File: src/hdl/ple_pkg.sv
`default_nettype none

package ple_pkg;

   // Store depth used when the top level is not overridden
   localparam int CAPACITY_DEFAULT = 64;

   // Fixed field widths of the item channels
   localparam int MODE_W   = 3;
   localparam int POS_W    = 7;
   localparam int DATA_W   = 32;
   localparam int STATUS_W = 2;
   localparam int LENGTH_W = 7;

   // Operation codes carried in the mode field
   localparam logic [MODE_W-1:0] MODE_APPEND = 3'd0;
   localparam logic [MODE_W-1:0] MODE_INSERT = 3'd1;
   localparam logic [MODE_W-1:0] MODE_REMOVE = 3'd2;
   localparam logic [MODE_W-1:0] MODE_READ   = 3'd3;
   localparam logic [MODE_W-1:0] MODE_CLEAR  = 3'd4;

   // Result status codes
   localparam logic [STATUS_W-1:0] STATUS_OK   = 2'd0;
   localparam logic [STATUS_W-1:0] STATUS_POS  = 2'd1;
   localparam logic [STATUS_W-1:0] STATUS_FULL = 2'd2;

   // Controller states
   typedef enum logic [3:0] {
      ST_IDLE,
      ST_EVAL,
      ST_RD_CAP,
      ST_RM_CAP,
      ST_UP,
      ST_UP_FLUSH,
      ST_PUT,
      ST_DN,
      ST_DN_FLUSH,
      ST_FINISH
   } state_type;

   // Store access requested from the datapath in one cycle
   typedef enum logic [2:0] {
      MEM_NONE,
      MEM_WR_LEN,
      MEM_WR_POS,
      MEM_RD_POS,
      MEM_UP,
      MEM_DN,
      MEM_FLUSH
   } mem_op_type;

   // Commands from controller to datapath
   typedef struct packed {
      logic                load;
      mem_op_type          mem_op;
      logic                cur_from_len;
      logic                cur_from_pos;
      logic                len_inc;
      logic                len_dec;
      logic                len_clr;
      logic                cap;
      logic                set_status;
      logic [STATUS_W-1:0] status;
      logic                rsp_load;
   } cmd_type;

   // Status from datapath to controller
   typedef struct packed {
      logic [MODE_W-1:0] mode;
      logic              pos_gt_len;
      logic              pos_ge_len;
      logic              full;
      logic              len_eq_pos;
      logic              up_last;
      logic              dn_last;
      logic              rm_tail;
      logic              rsp_free;
   } sts_type;

endpackage

`default_nettype wire

File: src/hdl/ple_req_if.sv
`default_nettype none

interface ple_req_if;
   logic                         valid;
   logic                         ready;
   logic [ple_pkg::MODE_W-1:0]   mode;
   logic [ple_pkg::POS_W-1:0]    position;
   logic [ple_pkg::DATA_W-1:0]   item_data;

   modport source (output valid, output mode, output position, output item_data,
                   input ready);
   modport sink (input valid, input mode, input position, input item_data,
                 output ready);
endinterface

`default_nettype wire

File: src/hdl/ple_rsp_if.sv
`default_nettype none

interface ple_rsp_if;
   logic                          valid;
   logic                          ready;
   logic [ple_pkg::DATA_W-1:0]    data_out;
   logic [ple_pkg::STATUS_W-1:0]  status;
   logic [ple_pkg::LENGTH_W-1:0]  length;

   modport source (output valid, output data_out, output status, output length,
                   input ready);
   modport sink (input valid, input data_out, input status, input length,
                 output ready);
endinterface

`default_nettype wire

File: src/hdl/ple_ctrl.sv
`default_nettype none

module ple_ctrl (
   input  wire               clock,
   input  wire               reset,
   input  wire               req_valid,
   output logic              req_ready,
   input  ple_pkg::sts_type  sts,
   output ple_pkg::cmd_type  cmd
);

   ple_pkg::state_type state_ff;
   ple_pkg::state_type state_in;

   // Advance state
   always_ff @(posedge clock) begin
      if (reset) begin
         state_ff <= ple_pkg::ST_IDLE;
      end else begin
         state_ff <= state_in;
      end
   end

   // Select next state
   always_comb begin
      state_in = state_ff;
      case (state_ff)
         ple_pkg::ST_IDLE: begin
            if (req_valid) state_in = ple_pkg::ST_EVAL;
         end
         ple_pkg::ST_EVAL: begin
            case (sts.mode)
               ple_pkg::MODE_INSERT: begin
                  if (sts.pos_gt_len || sts.full) state_in = ple_pkg::ST_FINISH;
                  else if (sts.len_eq_pos) state_in = ple_pkg::ST_PUT;
                  else state_in = ple_pkg::ST_UP;
               end
               ple_pkg::MODE_REMOVE: begin
                  state_in = sts.pos_ge_len ? ple_pkg::ST_FINISH : ple_pkg::ST_RM_CAP;
               end
               ple_pkg::MODE_READ: begin
                  state_in = sts.pos_ge_len ? ple_pkg::ST_FINISH : ple_pkg::ST_RD_CAP;
               end
               default: state_in = ple_pkg::ST_FINISH;
            endcase
         end
         ple_pkg::ST_RD_CAP:   state_in = ple_pkg::ST_FINISH;
         ple_pkg::ST_RM_CAP: begin
            state_in = sts.rm_tail ? ple_pkg::ST_FINISH : ple_pkg::ST_DN;
         end
         ple_pkg::ST_UP: begin
            if (sts.up_last) state_in = ple_pkg::ST_UP_FLUSH;
         end
         ple_pkg::ST_UP_FLUSH: state_in = ple_pkg::ST_PUT;
         ple_pkg::ST_PUT:      state_in = ple_pkg::ST_FINISH;
         ple_pkg::ST_DN: begin
            if (sts.dn_last) state_in = ple_pkg::ST_DN_FLUSH;
         end
         ple_pkg::ST_DN_FLUSH: state_in = ple_pkg::ST_FINISH;
         ple_pkg::ST_FINISH: begin
            if (sts.rsp_free) state_in = ple_pkg::ST_IDLE;
         end
         default: state_in = ple_pkg::ST_IDLE;
      endcase
   end

   // Drive datapath commands
   always_comb begin
      cmd        = '0;
      cmd.mem_op = ple_pkg::MEM_NONE;
      cmd.status = ple_pkg::STATUS_OK;
      req_ready  = 1'b0;
      case (state_ff)
         ple_pkg::ST_IDLE: begin
            req_ready = 1'b1;
            cmd.load  = req_valid;
         end
         ple_pkg::ST_EVAL: begin
            cmd.set_status = 1'b1;
            case (sts.mode)
               ple_pkg::MODE_APPEND: begin
                  if (sts.full) begin
                     cmd.status = ple_pkg::STATUS_FULL;
                  end else begin
                     cmd.mem_op  = ple_pkg::MEM_WR_LEN;
                     cmd.len_inc = 1'b1;
                  end
               end
               ple_pkg::MODE_INSERT: begin
                  if (sts.pos_gt_len) cmd.status = ple_pkg::STATUS_POS;
                  else if (sts.full) cmd.status = ple_pkg::STATUS_FULL;
                  else if (!sts.len_eq_pos) cmd.cur_from_len = 1'b1;
               end
               ple_pkg::MODE_REMOVE: begin
                  if (sts.pos_ge_len) begin
                     cmd.status = ple_pkg::STATUS_POS;
                  end else begin
                     cmd.mem_op       = ple_pkg::MEM_RD_POS;
                     cmd.cur_from_pos = 1'b1;
                  end
               end
               ple_pkg::MODE_READ: begin
                  if (sts.pos_ge_len) cmd.status = ple_pkg::STATUS_POS;
                  else cmd.mem_op = ple_pkg::MEM_RD_POS;
               end
               ple_pkg::MODE_CLEAR: cmd.len_clr = 1'b1;
               default: ;
            endcase
         end
         ple_pkg::ST_RD_CAP: cmd.cap = 1'b1;
         ple_pkg::ST_RM_CAP: begin
            cmd.cap     = 1'b1;
            cmd.len_dec = sts.rm_tail;
         end
         ple_pkg::ST_UP:       cmd.mem_op = ple_pkg::MEM_UP;
         ple_pkg::ST_UP_FLUSH: cmd.mem_op = ple_pkg::MEM_FLUSH;
         ple_pkg::ST_PUT: begin
            cmd.mem_op  = ple_pkg::MEM_WR_POS;
            cmd.len_inc = 1'b1;
         end
         ple_pkg::ST_DN:       cmd.mem_op = ple_pkg::MEM_DN;
         ple_pkg::ST_DN_FLUSH: begin
            cmd.mem_op  = ple_pkg::MEM_FLUSH;
            cmd.len_dec = 1'b1;
         end
         ple_pkg::ST_FINISH:   cmd.rsp_load = sts.rsp_free;
         default: ;
      endcase
   end

`ifndef SYNTHESIS
   // An item is taken only from the idle state
   a_load_idle: assert property (@(posedge clock) disable iff (reset)
      cmd.load |-> (state_ff == ple_pkg::ST_IDLE))
      else $error("item taken outside idle");

   // A taken item always moves to evaluation
   a_load_eval: assert property (@(posedge clock) disable iff (reset)
      cmd.load |=> (state_ff == ple_pkg::ST_EVAL))
      else $error("evaluation skipped");

   // A loaded result returns the controller to idle
   a_rsp_idle: assert property (@(posedge clock) disable iff (reset)
      cmd.rsp_load |=> (state_ff == ple_pkg::ST_IDLE))
      else $error("result loaded without returning to idle");
`endif

endmodule

`default_nettype wire

File: src/hdl/ple_datapath.sv
`default_nettype none

module ple_datapath #(
   parameter int CAPACITY = ple_pkg::CAPACITY_DEFAULT
) (
   input  wire                                clock,
   input  wire                                reset,
   input  ple_pkg::cmd_type                   cmd,
   output ple_pkg::sts_type                   sts,
   input  wire [ple_pkg::MODE_W-1:0]          req_mode,
   input  wire [ple_pkg::POS_W-1:0]           req_position,
   input  wire [ple_pkg::DATA_W-1:0]          req_item_data,
   output logic                               rsp_valid,
   input  wire                                rsp_ready,
   output logic [ple_pkg::DATA_W-1:0]         rsp_data_out,
   output logic [ple_pkg::STATUS_W-1:0]       rsp_status,
   output logic [ple_pkg::LENGTH_W-1:0]       rsp_length
);

   localparam int AW = $clog2(CAPACITY);
   localparam int LW = $clog2(CAPACITY + 1);
   localparam int CW = (LW > ple_pkg::POS_W) ? LW : ple_pkg::POS_W;

   // Latched request fields
   logic [ple_pkg::MODE_W-1:0]   mode_ff,  mode_in;
   logic [ple_pkg::POS_W-1:0]    pos_ff,   pos_in;
   logic [ple_pkg::DATA_W-1:0]   word_ff,  word_in;

   // List control
   logic [LW-1:0]                len_ff,   len_in;
   logic [AW-1:0]                cur_ff,   cur_in;
   logic                         pend_valid_ff, pend_valid_in;
   logic [AW-1:0]                pend_addr_ff,  pend_addr_in;

   // Result under construction and output register
   logic [ple_pkg::DATA_W-1:0]   res_data_ff,   res_data_in;
   logic [ple_pkg::STATUS_W-1:0] res_status_ff, res_status_in;
   logic                         rsp_valid_ff,  rsp_valid_in;
   logic [ple_pkg::DATA_W-1:0]   rsp_data_ff,   rsp_data_in;
   logic [ple_pkg::STATUS_W-1:0] rsp_status_ff, rsp_status_in;
   logic [ple_pkg::LENGTH_W-1:0] rsp_length_ff, rsp_length_in;

   // Store
   logic [ple_pkg::DATA_W-1:0]   store_ff [CAPACITY];
   logic [ple_pkg::DATA_W-1:0]   rd_data_ff;
   logic                         rd_en;
   logic [AW-1:0]                rd_addr;
   logic                         wr_en;
   logic [AW-1:0]                wr_addr;
   logic [ple_pkg::DATA_W-1:0]   wr_data;

   logic [AW-1:0]                pos_addr;
   logic [CW-1:0]                pos_x;
   logic [CW-1:0]                len_x;

   assign pos_addr = AW'(pos_ff);
   assign pos_x    = CW'(pos_ff);
   assign len_x    = CW'(len_ff);

   // Decode store access; a shift step reads one entry and writes the previous read
   always_comb begin
      rd_en         = 1'b0;
      rd_addr       = pos_addr;
      wr_en         = 1'b0;
      wr_addr       = pend_addr_ff;
      wr_data       = rd_data_ff;
      pend_valid_in = pend_valid_ff;
      pend_addr_in  = pend_addr_ff;
      case (cmd.mem_op)
         ple_pkg::MEM_WR_LEN: begin
            wr_en   = 1'b1;
            wr_addr = len_ff[AW-1:0];
            wr_data = word_ff;
         end
         ple_pkg::MEM_WR_POS: begin
            wr_en   = 1'b1;
            wr_addr = pos_addr;
            wr_data = word_ff;
         end
         ple_pkg::MEM_RD_POS: begin
            rd_en = 1'b1;
         end
         ple_pkg::MEM_UP: begin
            rd_en         = 1'b1;
            rd_addr       = cur_ff - AW'(1);
            wr_en         = pend_valid_ff;
            pend_valid_in = 1'b1;
            pend_addr_in  = cur_ff;
         end
         ple_pkg::MEM_DN: begin
            rd_en         = 1'b1;
            rd_addr       = cur_ff + AW'(1);
            wr_en         = pend_valid_ff;
            pend_valid_in = 1'b1;
            pend_addr_in  = cur_ff;
         end
         ple_pkg::MEM_FLUSH: begin
            wr_en         = pend_valid_ff;
            pend_valid_in = 1'b0;
         end
         default: ;
      endcase
   end

   // Write and read the store
   always_ff @(posedge clock) begin
      if (wr_en) store_ff[wr_addr] <= wr_data;
      if (rd_en) rd_data_ff <= store_ff[rd_addr];
   end

   // Update list control and result
   always_comb begin
      mode_in       = mode_ff;
      pos_in        = pos_ff;
      word_in       = word_ff;
      res_data_in   = res_data_ff;
      res_status_in = res_status_ff;
      len_in        = len_ff;
      cur_in        = cur_ff;

      if (cmd.load) begin
         mode_in     = req_mode;
         pos_in      = req_position;
         word_in     = req_item_data;
         res_data_in = '0;
      end
      if (cmd.cap) res_data_in = rd_data_ff;
      if (cmd.set_status) res_status_in = cmd.status;

      if (cmd.len_clr) len_in = '0;
      else if (cmd.len_inc) len_in = len_ff + LW'(1);
      else if (cmd.len_dec) len_in = len_ff - LW'(1);

      if (cmd.cur_from_len) cur_in = len_ff[AW-1:0];
      else if (cmd.cur_from_pos) cur_in = pos_addr;
      else if (cmd.mem_op == ple_pkg::MEM_UP) cur_in = cur_ff - AW'(1);
      else if (cmd.mem_op == ple_pkg::MEM_DN) cur_in = cur_ff + AW'(1);
   end

   // Hold the result until the receiver takes it
   always_comb begin
      rsp_valid_in  = rsp_valid_ff;
      rsp_data_in   = rsp_data_ff;
      rsp_status_in = rsp_status_ff;
      rsp_length_in = rsp_length_ff;
      if (cmd.rsp_load) begin
         rsp_valid_in  = 1'b1;
         rsp_data_in   = res_data_ff;
         rsp_status_in = res_status_ff;
         rsp_length_in = ple_pkg::LENGTH_W'(len_ff);
      end else if (rsp_ready) begin
         rsp_valid_in = 1'b0;
      end
   end

   always_ff @(posedge clock) begin
      if (reset) begin
         len_ff        <= '0;
         pend_valid_ff <= 1'b0;
         rsp_valid_ff  <= 1'b0;
      end else begin
         len_ff        <= len_in;
         pend_valid_ff <= pend_valid_in;
         rsp_valid_ff  <= rsp_valid_in;
      end
      mode_ff       <= mode_in;
      pos_ff        <= pos_in;
      word_ff       <= word_in;
      cur_ff        <= cur_in;
      pend_addr_ff  <= pend_addr_in;
      res_data_ff   <= res_data_in;
      res_status_ff <= res_status_in;
      rsp_data_ff   <= rsp_data_in;
      rsp_status_ff <= rsp_status_in;
      rsp_length_ff <= rsp_length_in;
   end

   // Report conditions to the controller
   always_comb begin
      sts.mode       = mode_ff;
      sts.pos_gt_len = pos_x > len_x;
      sts.pos_ge_len = pos_x >= len_x;
      sts.len_eq_pos = pos_x == len_x;
      sts.full       = len_ff == LW'(CAPACITY);
      sts.up_last    = (cur_ff - AW'(1)) == pos_addr;
      sts.dn_last    = (CW'(cur_ff) + CW'(2)) == len_x;
      sts.rm_tail    = (pos_x + CW'(1)) == len_x;
      sts.rsp_free   = !rsp_valid_ff || rsp_ready;
   end

   assign rsp_valid    = rsp_valid_ff;
   assign rsp_data_out = rsp_data_ff;
   assign rsp_status   = rsp_status_ff;
   assign rsp_length   = rsp_length_ff;

`ifndef SYNTHESIS
   // Length never passes the store depth
   a_len_bound: assert property (@(posedge clock) disable iff (reset)
      int'(len_ff) <= CAPACITY)
      else $error("list length beyond capacity");

   // Every write lands inside the store
   a_wr_range: assert property (@(posedge clock) disable iff (reset)
      wr_en |-> (int'(wr_addr) < CAPACITY))
      else $error("store write out of range");

   // The new word goes in only after the shift write is flushed
   a_put_flushed: assert property (@(posedge clock) disable iff (reset)
      (cmd.mem_op == ple_pkg::MEM_WR_POS) |-> !pend_valid_ff)
      else $error("insert write with shift still pending");

   // A result is loaded only into a free output register
   a_load_free: assert property (@(posedge clock) disable iff (reset)
      cmd.rsp_load |-> (!rsp_valid_ff || rsp_ready))
      else $error("result overwritten before taken");

   // Results carry only defined status codes
   a_status_code: assert property (@(posedge clock) disable iff (reset)
      rsp_valid_ff |-> (rsp_status_ff == ple_pkg::STATUS_OK
                        || rsp_status_ff == ple_pkg::STATUS_POS
                        || rsp_status_ff == ple_pkg::STATUS_FULL))
      else $error("undefined status code");
`endif

endmodule

`default_nettype wire

File: src/hdl/positional_list_engine_core.sv
// Positional list engine: an ordered list of 32-bit words kept packed in a
// store of CAPACITY entries, list position p sitting in entry p.
// Request channel (req_ch): mode, position, item_data; an item is taken on
// a clock edge with valid and ready high. Ready is high only while the
// engine is idle, so one item is in work at a time.
// Result channel (rsp_ch): data_out, status, length; exactly one result per
// item, in order, held in an output register until taken.
// Append, clear and errors go straight to the result; read, remove at the
// tail and insert at the end make one store access first; any other
// remove or insert first shifts the entries between the position and
// the tail. The shift moves one entry per cycle through the single store
// read port and write port. The next item can be taken from the cycle
// after its predecessor's result is loaded.
// A stalled receiver holds the result register; the engine still takes and
// works the next item and waits at its end until the register is free.
// Reset (synchronous, active high) empties the list and drops any pending
// result; the store contents are not cleared.
`default_nettype none

module positional_list_engine_core #(
   parameter int CAPACITY = ple_pkg::CAPACITY_DEFAULT
) (
   input  wire        clock,
   input  wire        reset,
   ple_req_if.sink    req_ch,
   ple_rsp_if.source  rsp_ch
);

   ple_pkg::cmd_type cmd;
   ple_pkg::sts_type sts;
   logic             req_ready;

   ple_ctrl u_ctrl (
      .clock     (clock),
      .reset     (reset),
      .req_valid (req_ch.valid),
      .req_ready (req_ready),
      .sts       (sts),
      .cmd       (cmd)
   );

   ple_datapath #(
      .CAPACITY (CAPACITY)
   ) u_datapath (
      .clock         (clock),
      .reset         (reset),
      .cmd           (cmd),
      .sts           (sts),
      .req_mode      (req_ch.mode),
      .req_position  (req_ch.position),
      .req_item_data (req_ch.item_data),
      .rsp_valid     (rsp_ch.valid),
      .rsp_ready     (rsp_ch.ready),
      .rsp_data_out  (rsp_ch.data_out),
      .rsp_status    (rsp_ch.status),
      .rsp_length    (rsp_ch.length)
   );

   assign req_ch.ready = req_ready;

endmodule

`default_nettype wire
File: src/flat_wrapper.sv
// flat-port wrapper written by rule: the top's interface ports become plain ports
module positional_list_engine_core_flat 
#(
   parameter int CAPACITY = ple_pkg::CAPACITY_DEFAULT
)
  (clock, reset, req_ch_valid, req_ch_mode, req_ch_position, req_ch_item_data, req_ch_ready, rsp_ch_valid, rsp_ch_data_out, rsp_ch_status, rsp_ch_length, rsp_ch_ready);
  ple_req_if req_ch_i ();
  ple_rsp_if rsp_ch_i ();
  input  wire clock;
  input  wire reset;
  input wire logic [$bits(req_ch_i.valid)-1:0] req_ch_valid;
  input wire logic [$bits(req_ch_i.mode)-1:0] req_ch_mode;
  input wire logic [$bits(req_ch_i.position)-1:0] req_ch_position;
  input wire logic [$bits(req_ch_i.item_data)-1:0] req_ch_item_data;
  output wire logic [$bits(req_ch_i.ready)-1:0] req_ch_ready;
  output wire logic [$bits(rsp_ch_i.valid)-1:0] rsp_ch_valid;
  output wire logic [$bits(rsp_ch_i.data_out)-1:0] rsp_ch_data_out;
  output wire logic [$bits(rsp_ch_i.status)-1:0] rsp_ch_status;
  output wire logic [$bits(rsp_ch_i.length)-1:0] rsp_ch_length;
  input wire logic [$bits(rsp_ch_i.ready)-1:0] rsp_ch_ready;
  assign req_ch_i.valid = req_ch_valid;
  assign req_ch_i.mode = req_ch_mode;
  assign req_ch_i.position = req_ch_position;
  assign req_ch_i.item_data = req_ch_item_data;
  assign req_ch_ready = req_ch_i.ready;
  assign rsp_ch_valid = rsp_ch_i.valid;
  assign rsp_ch_data_out = rsp_ch_i.data_out;
  assign rsp_ch_status = rsp_ch_i.status;
  assign rsp_ch_length = rsp_ch_i.length;
  assign rsp_ch_i.ready = rsp_ch_ready;
  positional_list_engine_core #(.CAPACITY(CAPACITY)) u_core (.clock(clock), .reset(reset), .req_ch(req_ch_i), .rsp_ch(rsp_ch_i));
endmodule
File: config.mk
export PLATFORM = sky130hd
export DESIGN_NAME = positional_list_engine_core_flat
export DESIGN_NICKNAME = d
export VERILOG_FILES = /design/src/hdl/ple_pkg.sv /design/src/hdl/ple_req_if.sv /design/src/hdl/ple_rsp_if.sv /design/src/hdl/ple_ctrl.sv /design/src/hdl/ple_datapath.sv /design/src/hdl/positional_list_engine_core.sv /design/src/flat_wrapper.sv
export SDC_FILE = /design/constraint.sdc
export NUM_CORES = 2
export LEC_CHECK = 0
export BUFFER_PORTS_ARGS = -buffer_cell sky130_fd_sc_hd__buf_2
export CAP_MARGIN = 20
export CORE_UTILIZATION = 63
export DETAILED_ROUTE_END_ITERATION = 8
export GPL_ROUTABILITY_DRIVEN = 0
export PLACE_DENSITY = 0.79
export SETUP_SLACK_MARGIN = 0.1
export SLEW_MARGIN = 20
export SYNTH_ARGS = -nofsm -noshare
export SYNTH_HDL_FRONTEND = slang
export SYNTH_SLANG_ARGS = --single-unit
File: constraint.sdc
create_clock -name clock -period 5.9 [get_ports clock]
set_input_delay 0.295 -clock clock [delete_from_list [all_inputs] [get_ports clock]]
set_output_delay 0.295 -clock clock [all_outputs]
set_load 0.02 [all_outputs]
# After elaboration in Yosys (flattened, before gate mapping)
# Memory sizes are Yosys's and may differ from the RTL's. A register that Yosys moved wholly into a read port is not among the register bits.
# Index checks and enable logic that the tools add are counted.
totals:
  reg_bits: 142
  latch_bits: 0
  ram_bits: 2048
  rom_bits: 0
  inputBits: 46
  out_inout_bits: 43
  word_cells: 126
  memories: 1
op_classes:
  add_sub_neg: 6
  n_mul: 0
  n_div: 0
  n_lt_le_gt_ge: 2
  eq_ne: 28
  n_shift: 0
  n_mux: 55
  bitwise: 0
  n_reduce_logical: 20
memory_table:
  columns: ["memory", "words", "width", "read_ports", "rd_ports_with_merged_regs", "write_ports", "line", "source"]
  rows:
  - ["u_core.u_datapath.store_ff", 64, 32, 1, 1, 1, "ple_datapath.sv:44", "logic [ple_pkg::DATA_W-1:0] store_ff [CAPACITY];"]
ops:
  columns: ["operator", "count"]
  rows:
  - ["$mux 32", 3]
  - ["$mux 4", 8]
  - ["$pmux 4 s8", 1]
  - ["$mux 6", 4]
  - ["$pmux 6 s2", 2]
  - ["$eq 7x7->1", 3]
  - ["$mux 1", 21]
  - ["$eq 4x3->1 const B", 4]
  - ["$pmux 3 s5", 1]
  - ["$add 7x1->7 const B", 2]
  - ["$mux 7", 2]
  - ["$eq 3x2->1 const B", 4]
  - ["$eq 3x3->1 const B", 4]
  - ["$pmux 4 s3", 1]
  - ["$reduce_or 2->1", 6]
  - ["$mux 2", 5]
  - ["$reduce_or 3->1", 3]
  - ["$eq 4x2->1 const B", 2]
  - ["$eq 4x4->1 const B", 2]
  - ["$pmux 1 s2", 4]
  - ["$reduce_bool 2->1", 4]
  - ["$add 6x2->7 const B", 1]
  - ["$eq 7x7->1 const B", 1]
  - ["$ge 7x7->1", 1]
  - ["18 further kinds", 22]

# Logic depth before layout (Yosys ltp)
logic_depth:
  word_depth: 9
  depth_mapped: 16
  mapped_depth_nobuf: 13

# Hierarchy
# Synthesis repeated with hierarchy kept, for this count alone.
unflattened:
  hier_cells: 5746
  hier_area_um2: 88336.0
modules_own_cells:
  columns: ["mod", "instances", "cells_per_inst", "area_each_um2"]
  rows:
  - ["ple_datapath", 1, 5663, 87754.2]
  - ["ple_ctrl", 1, 83, 581.8]

# Least setup slack after synthesis
# Ideal clock, no wire load.
synth_path:
  path_kind: "flip-flop to flip-flop"
  startpoint: "register u_core.u_ctrl.state_ff[1]"
  endpoint: "memory u_core.u_datapath.store_ff[10][0] in the netlist's numbering, enable pin"
  setup_time_ns: 0.421
  arrival_ns: 3.930
  required_time_ns: 5.479
  setup_slack_ns: 1.549
  path_stages_with_launch: 9
  path_buffers: 1
  period_less_slack_ns: 4.351
  cell_sequence: "dfxtp_1 -> or4b_4 -> or3_4 -> nor2_2 -> nor2_1 -> clkbuf_1 -> a221oi_1 -> nand3_1 -> nor2_1"
synth_via:
  elab_chain_cells: 8
  elab_cells_between_ends: 19
  cone_classes: "11 x eq/ne; 5 x mux; 3 x reduce/logical"
synth_lines:
  columns: ["item", "line", "source"]
  rows:
  - ["start, declared", "ple_ctrl.sv:12", "ple_pkg::state_type state_ff;"]
  - ["start signal, assigned", "ple_ctrl.sv:18", "state_ff <= ple_pkg::ST_IDLE;"]
  - ["start signal, assigned", "ple_ctrl.sv:20", "state_ff <= state_in;"]
  - ["$eq 4x4->1 or $eq 4x3->1 (tied branches)", "ple_ctrl.sv:73", "case (state_ff)"]
  - ["$reduce_or 2->1 (no source line)", null, null]
  - ["$pmux 3 s5 (*)", "ple_ctrl.sv:73", null]
  - ["$eq 3x3->1, or another cell as far along", "ple_datapath.sv:69", "case (cmd.mem_op)"]
  - ["$reduce_or 3->1 (no source line) or $reduce_or 2->1 (tied branches)", null, null]
  - ["$pmux 1 s2", "ple_datapath.sv:69", null]
  - ["$mux 1", "ple_datapath.sv:107", "if (wr_en) store_ff[wr_addr] <= wr_data;"]
  - ["$mux 1 (not written as such)", "ple_datapath.sv:107", null]
  - ["end, declared", "ple_datapath.sv:44", null]
# Every way passes the cells marked *; elsewhere a longest branch is shown, timed or not.

# Final worst setup path
layout_path:
  startpoint: "register u_core.u_ctrl.state_ff[2]"
  endpoint: "memory u_core.u_datapath.store_ff[2][4] in the netlist's numbering, enable pin"
# The elaborated chain is that of the path after synthesis.

==> metrics <==
share of post-route cells with drive strength above 1 16.57%; endpoints failing hold 0; cell area after synthesis ~0.087 mm²; Yosys top cell by area edfxtp_1; # resized after CTS 0; Final Max Slew Viols 0; Worst Setup End Kind flop; Final Non-Filler Cells around 7,600; CTS tree done; crit-path max FO 29; placed cell count 7,176; Cells after Synth 5,453; # DRC 0; Die ar. roughly 0.14 mm²; proportion of synthesized area in mux cells 7.535%; cts hold-fix bufs 45; First DRT Iteration DRCs 9,258; Worst EP required around 6.4 ns; crit share post-route between 90 and 100%; Startpoint Class flop; Yosys cell types 69; FF/Latch Area 0.06660 mm²; Fmax achieved 0.1828 GHz; port bufs 88; Net Count, Synth 5,518; Seq/Total Area, Yosys 76.24%; largest family of logic cells by synthesized area simple AND/OR/NAND/NOR gates; Avg Cell Area, Syn around 16 µm²; crit path DAT 5.97 ns; Synth Area in XOR/XNOR 0.3610%; clk_lat worst skew 0.86 ns; Synth top area share 75.95%; Die Ht 374.3 µm; flop2flop setup slack 0.43 ns; max cap viols 0; Root Buffer clkbuf_16; Initial Util 63.53%; GRT overflow 0; Peak supply drop a little over 400 µV; die width approximately 370 µm; first-pass GRT wire length 337,500 µm; status completed; Lkg Pwr 32.28 nW; First-pass DRT Iterations 8; dpl cell area a little over 0.09 mm²; vias in the first global route 50,930; post-synthesis adder-cell area fraction 0.2808%; DR vias/cell 6.860; Period minus WS final 5.471 ns; CTS sink count roughly 2,200; clk_skew 0.03881 ns; Slowest cell on crit path nand3_1; final setup violation count 0; ys flop type edfxtp_1; cts bufs inserted approximately 210; Clock Path Buffers 3; PwrDens 363.9 mW/mm²; Async SR Flop Fraction 0%; remaining antenna violation count after routing 0; Largest delay share family, worst path simple AND/OR/NAND/NOR gates; # rows 136; total negative slack 0 ns; slowest stage delay, CP 0.78 ns; Post-DP HPWL around 120,000 µm; Buf/Inv on CP 2; Final Routed Wirelength 234,500 µm; Filler cells about 8,000; worst min path class input pin to flop; antenna violations before repair 8; final instance area 0.09800 mm²; Yosys Warn Count 0; top cells by area, synth edfxtp_1, mux4_2, nand2_1; largest net degree at the start of global routing 106; worst rel slew slack 21.02%; P&R area growth vs syn 12.20%; flops & latches, synth 2,222; Avg WL per Cell 30.83 µm; Clock Pin Slew Worst Setup and Hold Paths around 0.06 ns; crit-path cells or4b_4 -> or3_4 -> nor2_2 -> nor2_4 -> buf_4 -> a221oi_1 -> nand3_1 -> nor2_4 -> buf_4; Nets 5,702; Overall Global Routing Usage 33.39%; Post-synth EDFFs between 2,000 and 2,500; CP Class flop to flop; vias after detailed routing 52,170; area taken by multi-input logic gates approximately 0.020 mm²; worst slew pin tran ~1.2 ns; Core ar. 0.1375 mm²; Simple-Gate Fraction of Synth Area 9.241%; Synth Area in Compound Gates 4.545%; H-tree Lvls 4; num ports ~90; unrepaired setup endpoints after global routing no; Post-CTS Setup Inserts 0
## power breakdown
| group | total (mW) | internal [mW] | switching (mW) |
|---|---|---|---|
| logic | 4.69 | 1.52 | 3.17 |
| clock network | 13.0 | 7.29 | 5.76 |
| registers | 17.9 | 17.8 | 0.138 |
| total | 35.7 | 26.6 | 9.07 |
## layout by cell type (no fill, tap or decap), types with 44 or more instances in the layout
cell type      instances
a31oi_1              160
a32oi_1               98
and3_1                99
buf_2                 88
buf_4                154
clkbuf_1              57
clkbuf_16            210
clkinv_1              44
dlygate4sd3_1         45
edfxtp_1            2209
mux4_2               256
nand2_1              924
nand3_1              377
nor2_1               366
nor2_4                68
o21ai_0              167
## logic make-up (layout without fill, tap and decap cells)
group	after synthesis	after routing
flops	2222	2222
simple gates	1907	1907
other cells	0	1
buf+inv	366	723
xor+xnor	36	36
compound gates	570	570
fa+ha+maj	19	19
mux	333	333
## worst paths after layout
kind | startpoint | to | depth (start not counted)
setup reg to reg | u_core.u_ctrl.state_ff[2] | u_core.u_datapath.store_ff[2][4] | 9
hold reg to reg | u_core.u_datapath.res_data_ff[29] | u_core.u_datapath.rsp_data_out[29] | 0
setup / recovery | u_core.u_ctrl.state_ff[2] | u_core.u_datapath.store_ff[2][4] | 9
hold / removal | req_ch_item_data[28] | u_core.u_datapath.word_ff[28] | 2
## cells in the mapped netlist, drive strengths merged, types with 4 or more instances
| cell type | n |
|---|---|
| a32oi | 98 |
| or3 | 10 |
| a221oi | 5 |
| dfxtp | 13 |
| o21a | 5 |
| nand2 | 925 |
| a22o | 32 |
| mux2i | 44 |
| ha | 18 |
| nor2 | 438 |
| o211ai | 7 |
| nand3 | 378 |
| mux2 | 33 |
| and3 | 100 |
| nor3 | 17 |
| inv | 19 |
| a21oi | 29 |
| nor2b | 7 |
| o21ai | 168 |
| a311oi | 32 |
| clkbuf | 221 |
| mux4 | 256 |
| nand2b | 6 |
| edfxtp | 2209 |
| buf | 126 |
| a221o | 5 |
| xor2 | 15 |
| a31oi | 160 |
| xnor2 | 21 |
| and2 | 10 |
| nor4 | 4 |
| a21o | 7 |
## through the flow
step / setup WS, ns / hold WS, ns / total power, mW / utilization, %
after floorplan: 1.549 / 0.3939 / 21.13 / -
after global placement: 0.7581 / 0.4062 / 22.60 / 66.12
after detailed placement: 0.6506 / 0.4054 / 22.72 / 66.16
after CTS: 0.5656 / 0.1383 / 35.56 / 71.25
after global routing: 0.2338 / 0.1618 / 36.49 / 71.27
final: 0.4288 / 0.1741 / 35.66 / 71.27
## flip-flops by register name (all words and copies together) (netlist names)
signal and cells:
u_core.u_datapath.pos_ff 7, u_core.u_datapath.pend_valid_ff 1, u_core.u_datapath.res_data_ff 32, u_core.u_datapath.len_ff 7, u_core.u_datapath.rsp_length 7, u_core.u_datapath.cur_ff 6
u_core.u_datapath.rsp_data_out 32, u_core.u_ctrl.state_ff 4, u_core.u_datapath.pend_addr_ff 6, u_core.u_datapath.rsp_valid 1, u_core.u_datapath.mode_ff 3, u_core.u_datapath.word_ff 32
u_core.u_datapath.rd_data_ff 32, u_core.u_datapath.res_status_ff 2, u_core.u_datapath.rsp_status 2, u_core.u_datapath.store_ff 2048
## per-layer routing
layer | global-route usage [%] | wire length [µm]
met3 | 7.769 | 30470
met2 | 51.84 | 110400
met1 | 45.10 | 81150
met4 | 16.32 | 12440
met5 | 0 | 39
## layout make-up
type	instances	share of cell area (%)
Sequential cell	2222	67.96
Antenna cell	1	0.002554
Clock buffer	267	5.581
Clock inverter	116	1.088
Tap cell	1794	2.291
Multi-Input combinational cell	2865	20.22
Timing Repair Buffer	321	2.791
Inverter	19	0.07278
No activity file was read; power rests on OpenSTA's default activity.
